===== config.mk =====
export PLATFORM = sky130hd
export DESIGN_NAME = pal_cell
export DESIGN_NICKNAME = d
export VERILOG_FILES = /design/src/hdl/pal_pkg.sv /design/src/hdl/pal_cell.sv
export SDC_FILE = /design/constraint.sdc
export NUM_CORES = 1
export LEC_CHECK = 0
export ABC_CLOCK_PERIOD_IN_PS = 6680
export BUFFER_PORTS_ARGS = -buffer_cell sky130_fd_sc_hd__buf_2
export CAP_MARGIN = 20
export CORE_MARGIN = 2
export CORE_UTILIZATION = 29
export DETAILED_ROUTE_END_ITERATION = 7
export GPL_TIMING_DRIVEN = 0
export PLACE_DENSITY = 0.64
export SLEW_MARGIN = 20
export SYNTH_ARGS = -nofsm -noshare
export SYNTH_HDL_FRONTEND = slang
export SYNTH_SLANG_ARGS = --single-unit

===== constraint.sdc =====
create_clock -name clk -period 6.68 [get_ports clk]
set_input_delay 1.336 -clock clk [delete_from_list [all_inputs] [get_ports clk]]
set_output_delay 1.336 -clock clk [all_outputs]
set_load 0.1 [all_outputs]

===== src/hdl/pal_pkg.sv =====
`default_nettype none
// ----------------------------------------------------------------------------
// pal_pkg
// Shared types and codes of the positional array list: request and response
// words, mode and status codes, and the command that goes to the cell row.
// ----------------------------------------------------------------------------
package pal_pkg;

    // request modes
    typedef enum logic [1:0] {
        MODE_INSERT = 2'd0,
        MODE_DELETE = 2'd1,
        MODE_READ   = 2'd2,
        MODE_CLEAR  = 2'd3
    } mode_t;

    // response status codes
    typedef logic [1:0] status_t;
    localparam status_t ST_OK    = 2'd0;
    localparam status_t ST_RANGE = 2'd1;
    localparam status_t ST_FULL  = 2'd2;

    localparam int POS_W   = 7;
    localparam int DATA_W  = 32;
    localparam int COUNT_W = 7;

    // request word
    typedef struct packed {
        mode_t                     mode;
        logic [POS_W-1:0]          position;
        logic signed [DATA_W-1:0]  value;
    } req_t;

    // response word
    typedef struct packed {
        status_t                   status;
        logic signed [DATA_W-1:0]  data_out;
        logic [COUNT_W-1:0]        count;
        logic                      is_empty;
    } rsp_t;

    // shift command broadcast to every cell
    typedef struct packed {
        logic ins;
        logic del;
    } cell_cmd_t;

endpackage
`default_nettype wire


===== src/hdl/pal_cell.sv =====
`default_nettype none
// ----------------------------------------------------------------------------
// pal_cell
// One list slot. Holds a single entry; on insert it loads the new value or its
// left neighbor, on delete it loads its right neighbor, otherwise it holds.
// ----------------------------------------------------------------------------
module pal_cell #(
    parameter int IW  = 6,
    parameter int IDX = 0
) (
    input  wire                                   clk,
    input  wire pal_pkg::cell_cmd_t               cmd,
    input  wire [IW-1:0]                          pidx,
    input  wire logic signed [pal_pkg::DATA_W-1:0] ins_value,
    input  wire logic signed [pal_pkg::DATA_W-1:0] left_entry,
    input  wire logic signed [pal_pkg::DATA_W-1:0] right_entry,
    output logic signed [pal_pkg::DATA_W-1:0]     entry,
    output logic signed [pal_pkg::DATA_W-1:0]     read_data
);

    logic signed [pal_pkg::DATA_W-1:0] entry_reg;
    logic signed [pal_pkg::DATA_W-1:0] entry_next;
    logic                              hit;
    logic                              above;

    // where this slot sits relative to the target position
    assign hit   = (pidx == IW'(IDX));
    assign above = (pidx < IW'(IDX));

    // slot update
    always_comb
    begin
        entry_next = entry_reg;
        priority if (cmd.ins && hit)
            entry_next = ins_value;
        else if (cmd.ins && above)
            entry_next = left_entry;
        else if (cmd.del && (hit || above))
            entry_next = right_entry;
        else
            entry_next = entry_reg;
    end

    always_ff @(posedge clk)
    begin
        entry_reg <= entry_next;
    end

    assign entry     = entry_reg;
    // contributes to the read bus only when addressed
    assign read_data = hit ? entry_reg : '0;

endmodule
`default_nettype wire


**Yosys cells after proc, flatten, opt, wreduce, memory -nomap -nowiden**

Index checks and enable logic that the tools add are counted.

- Bits in registers: 32
- Output and inout bits: 64
- Logic and storage cells: 12

- $lt $le $gt $ge: 1
- Multiplexer cells: 4
- Reduce and logical (&&, ||, !) cells: 6

Operators by type and width:

| operator | count |
|---|---|
| two-way mux 32 bit | 4 |
| zero test 6 bit | 1 |
| less-than comparator 6 x 1 -> 1 bit, second input constant | 1 |
| logical AND 1 bit | 3 |
| nonzero test 3 bit | 1 |
| logical OR 1 bit | 1 |

**Longest topological paths before layout**

Gate-level depths: netlist of run 1.

- Depth after elaboration: 6
- Gate-level depth with buffers: 5
- Gate-level depth less buffers: 3

**Worst setup path before layout of run 1**

No wires, ideal clock.

- Path kind: input to output
- From: input port pidx[5]
- To: output port read_data[22] (netlist bit)
- Arrival time: 3.196 ns
- Data required time: 5.344 ns
- Slack: 2.148 ns
- Stages on the path: 4
- Buffers on the path: 1
- Cells stage by stage: or4_1 > nor3_1 > clkbuf_1 > and2_1

- Cells in the longest elaborated chain, start to end: 2

RTL lines:

| item | RTL line | RTL |
|---|---|---|
| start, declared | pal_cell.sv:13 | `input wire [IW-1:0] pidx,` |
| zero test 6 bit | pal_cell.sv:27 | `assign hit = (pidx == IW'(IDX));` |
| two-way mux 32 bit | pal_cell.sv:51 | `assign read_data = hit ? entry_reg : '0;` |
| end, declared | pal_cell.sv:18 | `output logic signed [pal_pkg::DATA_W-1:0] read_data` |

Every way passes these cells.

**Worst setup path after layout of run 1**

- From: input port pidx[5]
- To: output port read_data[24] (netlist bit)

Same word-level chain as after synthesis.

==> results of run 1 <==
[critical path: stages]
cell	delay [ps]
buf_2	90
or4_1	540
nor3_1	520
clkbuf_1	440
and2_1	190
buf_2	430
[cell usage in the layout, fill, tap and decap left out]
cell and count:
o21a_2 1, edfxtp_1 32, buf_12 3, buf_6 1, clkbuf_8 5, bufinv_16 1
clkinv_2 1, mux2_4 30, buf_2 136, or4_1 1, mux2_2 2, nor3_1 1
and2_1 32, or4b_1 1, clkbuf_1 4
[per-layer routing]
layer | global-route usage | share of wire | vias up | routed length, µm
li1 | - | - | 671 | -
met1 | 0.1263 | 0.38 | 600 | 1570
met2 | 0.2066 | 0.50 | 85 | 2080
met3 | 0.03187 | 0.11 | 6 | 452
met4 | 0.05500 | 0.015 | 0 | 62
met5 | 0 | 0 | - | 0
[cell families after synthesis]
kind of cell	after synthesis	synth area share
muxes	32	0.2708
and+or+nand+nor	35	0.1275
DFF	32	0.5501
AOI/OAI and AO/OA	1	0.004300
buffers and inverters	7	0.04728
[final cells by class]
type	count	area (µm²)
Clock inverter	2	35.03
Multi-Input combinational cell	68	704.4
Sequential cell	32	960.9
Clock buffer	6	72.57
Tap cell	75	93.84
Fill cell	574	3256
Timing Repair Buffer	136	680.7
Buffer	7	82.58
[per-stage QoR]
step	hold slack [ps]	instance area (µm²)	total power (µW)
global placement	1636	2521	289.8
detailed placement	1640	2522	290.8
floorplan	1554	1747	265.8
global route	1338	2630	487.9
CTS	1336	2630	475.1
finish	1346	2630	467.6
[worst paths after layout]
kind                   endpoint  cells past startpoint           from
setup / recovery  read_data[24]                      6        pidx[5]
hold / removal        entry[27]                      2  ins_value[27]
[power groups by stage]
stage                     sequential (µW)  clock [µW]  combinational (µW)
after floorplan                       241           0                25.0
after global placement                228           0                61.7
after detailed placement              228           0                62.7
after CTS                             224         188                62.9
after global routing                  224         197                67.0
final                                 224         182                62.3
==> impl_metrics.yaml, run 1 <==
run:
  max-cap-violations: 0
yosys:
  ys.flop_type: "edfxtp_1"
  ys_warn_count: 0
  netlist_area_um2: 1747
  syn_inst: 107
  synth.distinct_cells: 11
  async_flop_share: 0
  synth_edf_count: 32
  synthTopCellsByCount: "and2_1, edfxtp_1, mux2_4"
  syn_nets: 212
  synthTopCellsByArea: "edfxtp_1, mux2_4, and2_1"
  yosys.area.top_type: "edfxtp_1"
  synth_seq_area_share: 0.5501
  synth_area_per_cell_um2: 16.32
  ys_ff_latch: 32
  netlist.area_leader.share: 0.5501
timing:
  layout_setup_ws_ps: 1803
  worst_pin_slew_ps: 751.3
  min_period_ps: 4877
  clock.fmax_mhz: 205.0
  tns_ps: 0
  finalMaxSlewViolations: 0
  slew_headroom: 0.4992
  hold_viol: 0
  setup-violations-final: 0
  period_share: 0.7301
  rsz0062_at_grt: "false"
global_route:
  grt_max_degree: 33
  grt_pass1_wl_um: 5595
  grt-ovfl-total: 0
  grt_pass1_vias: 1150
  grtUsageTotal: 0.1156
  grt_antenna_before_repair: 0
power_and_ir_drop:
  irDropWorstVdd_mv: 0.07293
  p_clk_frac: 0.388
  power_density_nw_per_um2: 177.8
  pwr-share-comb: 0.133
  p_int_uw: 364.5
  p_leak_uw: 0.001373
  switchingPower_uw: 103.2
  switching_share: 0.2206
  seqPwrFrac: 0.479
drt:
  first_iter_violations: 35
  vias_per_cell: 4.178
  drc: 0
  vias: 1362
  drt-pass1-iter-count: 6
  wl_per_cell_um: 12.78
  detail-route-antenna-nets: 0
  wl_um: 4166
cells_and_area:
  stdcell_count: 326
  nNetsFinal: 355
  drive_gt1_frac: 0.7171
  post-route-util: 0.4469
  antennaDiodeCount: 0
  largest_reg_flops: 32
  areaGrowthSynthToFinish_pct: 50.57
place:
  hpwlAfterDp_um: 3239
  dp_cells: 318
  numPortBuffers: 136
  placement.setup.worst_slack_ps: 1707
  place_congestion: 0.6630
clock_tree:
  cts-root-buf: "clkbuf_8"
  cts_buffers: 5
  postCtsSetupBuffers: 0
  clock_path_buffers: 2
  cts_tree: "done"
  post_cts_resized: 0
  numClockSinks: 32
  cts_max_level: 2
  cts_hold_buf: 0
  path_clk_slew_ps: 70
floorplan:
  rows: 28
  die_x_um: 81.61
  io_pins: 169
  core-area_um2: 5886
  initial_core_util: 0.2968
  die_height_um: 81.61
  dieArea_um2: 6660
critical_path:
  path_class: "in -> out"
  arrival_ps: 3540
  worst_setup_path_start_kind: "primary input"
  end_kind: "primary output"
  crit_path_max_fanout: 10
  required_ps: 5340
outcome:
  run_status: "complete, no violations"
worst_hold_path:
  hold_path_class: "in -> reg"
Note: power is estimated with default switching activity, not from simulation.
==> inputs of run 2 (changes only) <==
Settings changed: ABC_AREA set to 1, ABC_CLOCK_PERIOD_IN_PS 6680 to 4000.
Clock period 6.68 ns to 4 ns, I/O delays scaled along.
==> run 2 against run 1 <==
First-iteration DRC count is 20% higher. Critical path depth is 2 higher. Total power is 52% higher. Sequential share of layout area is 1.9 points lower. Clock power is 26% higher. Setup slack worse by 700 ps. Critical path type unchanged. Count of clock-buffer cells in the layout is 1 higher.
==> impl_metrics.yaml, run 2 <==
critical_path:
  arrival_ps: 2100
  path_class: "in -> out"
  crit_top_cell: "buf_2"
  crit_chain: "buf_2 > nor2_1 > nand2_2 > nor2_8 > inv_4 > buf_6 > nor2_2 > buf_2"
  worst_setup_path_start_kind: "primary input"
  end_kind: "primary output"
  cp_slowest_cell: "buf_2"
  max_stage_delay_ps: 430
  required_ps: 3200
  crit_path_max_fanout: 10
drt:
  wl_per_cell_um: 11.14
  first_iter_violations: 42
  vias: 1810
  drc: 0
  vias_per_cell: 4.151
  detail-route-antenna-nets: 0
  wl_um: 4859
  drt-pass1-iter-count: 4
clock_tree:
  numClockSinks: 32
  clock_path_buffers: 2
  cts-root-buf: "clkbuf_8"
  cts_tree: "done"
  path_clk_slew_ps: 60
  cts_buffers: 5
  postCtsSetupBuffers: 0
  cts_hold_buf: 0
  cts_max_level: 2
  post_cts_resized: 0
cells_and_area:
  fillers: 659
  final_common_cell: "buf_2"
  nNetsFinal: 463
  post-route-util: 0.4370
  stdcell_count: 436
  drive_gt1_frac: 0.5181
  largest_reg_flops: 32
  seqCellArea_um2: 960.9
  multi_input_area_um2: 704.4
  antennaDiodeCount: 0
  areaGrowthSynthToFinish_pct: 46.40
  final_cell_mix: "buf_2, nand2_1, nand3_1, inv_1, edfxtp_1"
timing:
  finalMaxSlewViolations: 0
  setup-violations-final: 0
  rsz0062_at_grt: "false"
  clock.fmax_mhz: 344.9
  period_share: 0.7249
  hold_viol: 0
  layout_setup_ws_ps: 1100
  tns_ps: 0
  slew_headroom: 0.6720
  worst_pin_slew_ps: 495.4
  min_period_ps: 2900
place:
  dp_cells: 428
  numPortBuffers: 135
  placement.setup.worst_slack_ps: 1074
  place_congestion: 0.8071
  hpwlAfterDp_um: 3957
global_route:
  grtUsageTotal: 0.1367
  grt_pass1_wl_um: 7803
  grt_max_degree: 29
  grt-ovfl-total: 0
  grt_antenna_before_repair: 0
  grt_pass1_vias: 1742
yosys:
  async_flop_share: 0
  synth_edf_count: 32
  synthTopCellsByArea: "edfxtp_1, nand2_1, nand3_1"
  synth.distinct_cells: 16
  syn_inst: 215
  synthTopCellsByCount: "nand2_1, edfxtp_1, inv_1, nand3_1, nor2_2"
  synth_area_per_cell_um2: 8.817
  synth_seq_area_share: 0.5069
  ys.flop_type: "edfxtp_1"
  ys_ff_latch: 32
  synth.most_common_cell: "nand2_1"
  yosys.area.top_type: "edfxtp_1"
  syn_nets: 320
  netlist.area_leader.share: 0.5069
  ys_warn_count: 0
  netlist_area_um2: 1896
floorplan:
  io_pins: 169
  die_x_um: 84.85
  dieArea_um2: 7200
  initial_core_util: 0.2985
  core-area_um2: 6350
  die_height_um: 84.85
  rows: 29
worst_hold_path:
  whs_path_depth: 3
  min_to: "entry[23]"
  hold_path_class: "in -> reg"
  min_from: "right_entry[23]"
run:
  max-cap-violations: 0
outcome:
  run_status: "complete, no violations"
power_and_ir_drop:
  irDropWorstVdd_mv: 0.1149
  p_leak_uw: 0.001517
  power_density_nw_per_um2: 255.5
-- run 2: power breakdown --
group	internal (µW)	total (µW)	switching [µW]
clock network	121	229	108
logic	38.5	106	67.6
registers	373	374	1.37
-- run 2: how the worst max path moves through the flow --
stage          startpoint             to  slack (ps)  depth (start not counted)
6_report          pidx[3]   read_data[9]        1100                          8
3_5_place_dp      pidx[3]   read_data[9]        1070                          8
2_1_floorplan     pidx[3]   read_data[0]         680                          5
3_3_place_gp      pidx[1]      entry[21]         160                          6
5_1_grt           pidx[3]  read_data[30]         970                          8
4_1_cts           pidx[3]   read_data[9]        1070                          8
-- run 2: area by class of cell --
cell class                      instances  share of cell area
Clock buffer                            7             0.02750
Clock inverter                          1            0.001353
Sequential cell                        32              0.3463
Timing Repair Buffer                  136              0.2507
Multi-Input combinational cell        136              0.2538
Buffer                                 13             0.03877
Inverter                               34             0.04689
Tap cell                               77             0.03472
-- run 2: cell families (layout without fill, tap and decap cells) --
kind of cell / after synthesis / after routing / share of synthesized area
DFF: 32 / 32 / 0.5069
and+or+nand+nor: 136 / 136 / 0.3677
buffers and inverters: 47 / 191 / 0.1254
-- run 2: worst max-delay path: cells and delay by family --
kind          cells  cell delay, ps
buf+inv           4             780
simple gates      4             510
-- run 2: through the flow --
step | hold slack [ps] | instance area [µm²] | total power, µW
2_1_floorplan | 978.6 | 1896 | 443.5
3_3_place_gp | 1066 | 2668 | 486.3
3_5_place_dp | 1069 | 2695 | 488.3
4_1_cts | 777.6 | 2775 | 720.8
5_1_grt | 786.9 | 2775 | 742.8
6_report | 788.4 | 2775 | 709.1
-- run 2: routing by layer --
metal	up-vias	wire [µm]	GRT usage	share of wire
li1	953	-	-	-
met1	776	1929	0.1596	0.40
met2	74	2575	0.2534	0.53
met3	7	294	0.02237	0.061
met4	0	59	0.04618	0.012
met5	-	0	0	0
==> inputs of run 3 (changes only) <==
Settings changed: ABC_AREA 1 to 0, ABC_CLOCK_PERIOD_IN_PS 4000 to 2800.
Clock period 4 ns to 2.8 ns, I/O delays scaled along.
==> run 3 against run 2 <==
Sequential power is 43% higher. Utilization is 5.2 points higher. Clock power is 43% higher. Sequential share of layout area is 1.2 points lower. Count of clock-buffer cells in the layout stayed put. Via count is 22% lower. Critical endpoint is now read_data[1]. Largest cell class is now non-clock buffers.
==> impl_metrics.yaml, run 3 (synthesis gave the netlist of run 1 again) <==
outcome:
  run_status: "complete, no violations"
timing:
  hold_viol: 0
  setup-violations-final: 0
  tns_ps: 0
  period_share: 0.9712
  clock.fmax_mhz: 367.7
  min_period_ps: 2719
  slew_headroom: 0.4885
  worst_pin_slew_ps: 767.3
  rsz0062_at_grt: "false"
  layout_setup_ws_ps: 80.70
  finalMaxSlewViolations: 0
cells_and_area:
  largest_reg_flops: 32
  areaGrowthSynthToFinish_pct: 64.68
  stdcell_count: 328
  antennaDiodeCount: 0
  post-route-util: 0.4887
  final_cell_mix: "buf_2, edfxtp_1, mux2_4"
  final_common_cell: "buf_2"
  final_area_um2: 2877
  nNetsFinal: 357
  drive_gt1_frac: 0.8419
place:
  hpwlAfterDp_um: 3415
  numPortBuffers: 136
  post_dp_cell_area_um2: 2559
  dp_cells: 318
  placement.setup.worst_slack_ps: -651.9
  place_congestion: 0.7191
global_route:
  grt_pass1_wl_um: 6230
  grt-ovfl-total: 0
  grt_max_degree: 33
  grt_pass1_vias: 1340
  grt_antenna_before_repair: 0
  grtUsageTotal: 0.1261
critical_path:
  path_class: "in -> out"
  required_ps: 2240
  crit_path_max_fanout: 4
  end_kind: "primary output"
  worst_setup_path_start_kind: "primary input"
  arrival_ps: 2160
worst_hold_path:
  hold_path_class: "in -> reg"
  whs_path_depth: 2
  min_from: "ins_value[5]"
  min_to: "entry[5]"
clock_tree:
  cts-root-buf: "clkbuf_8"
  cts_tree: "done"
  clock_path_buffers: 2
  path_clk_slew_ps: 60
  cts_max_level: 2
  cts_buffers: 5
  numClockSinks: 32
  cts_hold_buf: 0
drt:
  vias: 1409
  drt-pass1-iter-count: 4
  detail-route-antenna-nets: 0
  wl_um: 4611
  drc: 0
  first_iter_violations: 60
  wl_per_cell_um: 14.06
  vias_per_cell: 4.296
floorplan:
  io_pins: 169
  die_height_um: 81.61
  initial_core_util: 0.2968
  rows: 28
  die_x_um: 81.61
  dieArea_um2: 6660
  core-area_um2: 5886
power_and_ir_drop:
  p_leak_uw: 0.001431
  irDropWorstVdd_mv: 0.1793
  power_density_nw_per_um2: 353.7
run:
  max-cap-violations: 0
## run 3: cell count changes in the layout (fill, tap and decap cells not counted), moves of 29 or more
cell	previous run	this run
buf_2	139	107
inv_1	32	0
mux2_4	0	30
nand3_1	32	0
and2_2	0	29
nand2_1	64	0
## run 3: repair_timing
item | CTS | global route
pin swaps | 0 | 1
gates resized for setup | 36 | 40
hold endpoints to repair | 0 | 0
setup endpoints to repair | 64 | 29
buffers inserted | 0 | 2
## run 3: area by class of cell
class                           count  area (µm²)
Tap cell                           75       93.84
Fill cell                         535        3009
Clock inverter                      1       3.754
Sequential cell                    32       960.9
Clock buffer                        7       76.32
Multi-Input combinational cell     68       752.0
Timing Repair Buffer              138       888.4
Buffer                              7       101.3
## run 3: critical path, stage by stage
cell and delay (ps):
buf_2 90, or4_1 590, nor3_4 220, buf_4 160, and2_1 120, buf_2 420
## run 3: worst max-delay path by stage
stage          startpoint       endpoint  cells past startpoint
2_1_floorplan     pidx[5]   read_data[0]                      3
3_3_place_gp      pidx[5]  read_data[25]                      6
3_5_place_dp      pidx[5]  read_data[25]                      6
4_1_cts           pidx[5]  read_data[24]                      6
5_1_grt           pidx[5]   read_data[0]                      6
6_report          pidx[5]   read_data[1]                      6
## run 3: per-layer routing
layer | global-route usage | wire [µm]
met5 | 0 | 0
met4 | 0.06333 | 82
met3 | 0.02418 | 435
met2 | 0.2410 | 2456
met1 | 0.1299 | 1637
## run 3: report_power, final
part | switching (µW) | internal, µW | total, µW | leakage [µW]
logic | 77.9 | 78.0 | 156 | 0.00110
registers | 1.94 | 532 | 534 | 0.000288
clock network | 154 | 173 | 327 | 0.0000399
## run 3: through the flow
stage	hold WS (ps)	power, µW
CTS	573.4	1029
floorplan	777.5	634.7
finish	584.3	1017
detailed placement	863.9	694.8
global placement	861.0	691.3
global route	571.1	1061
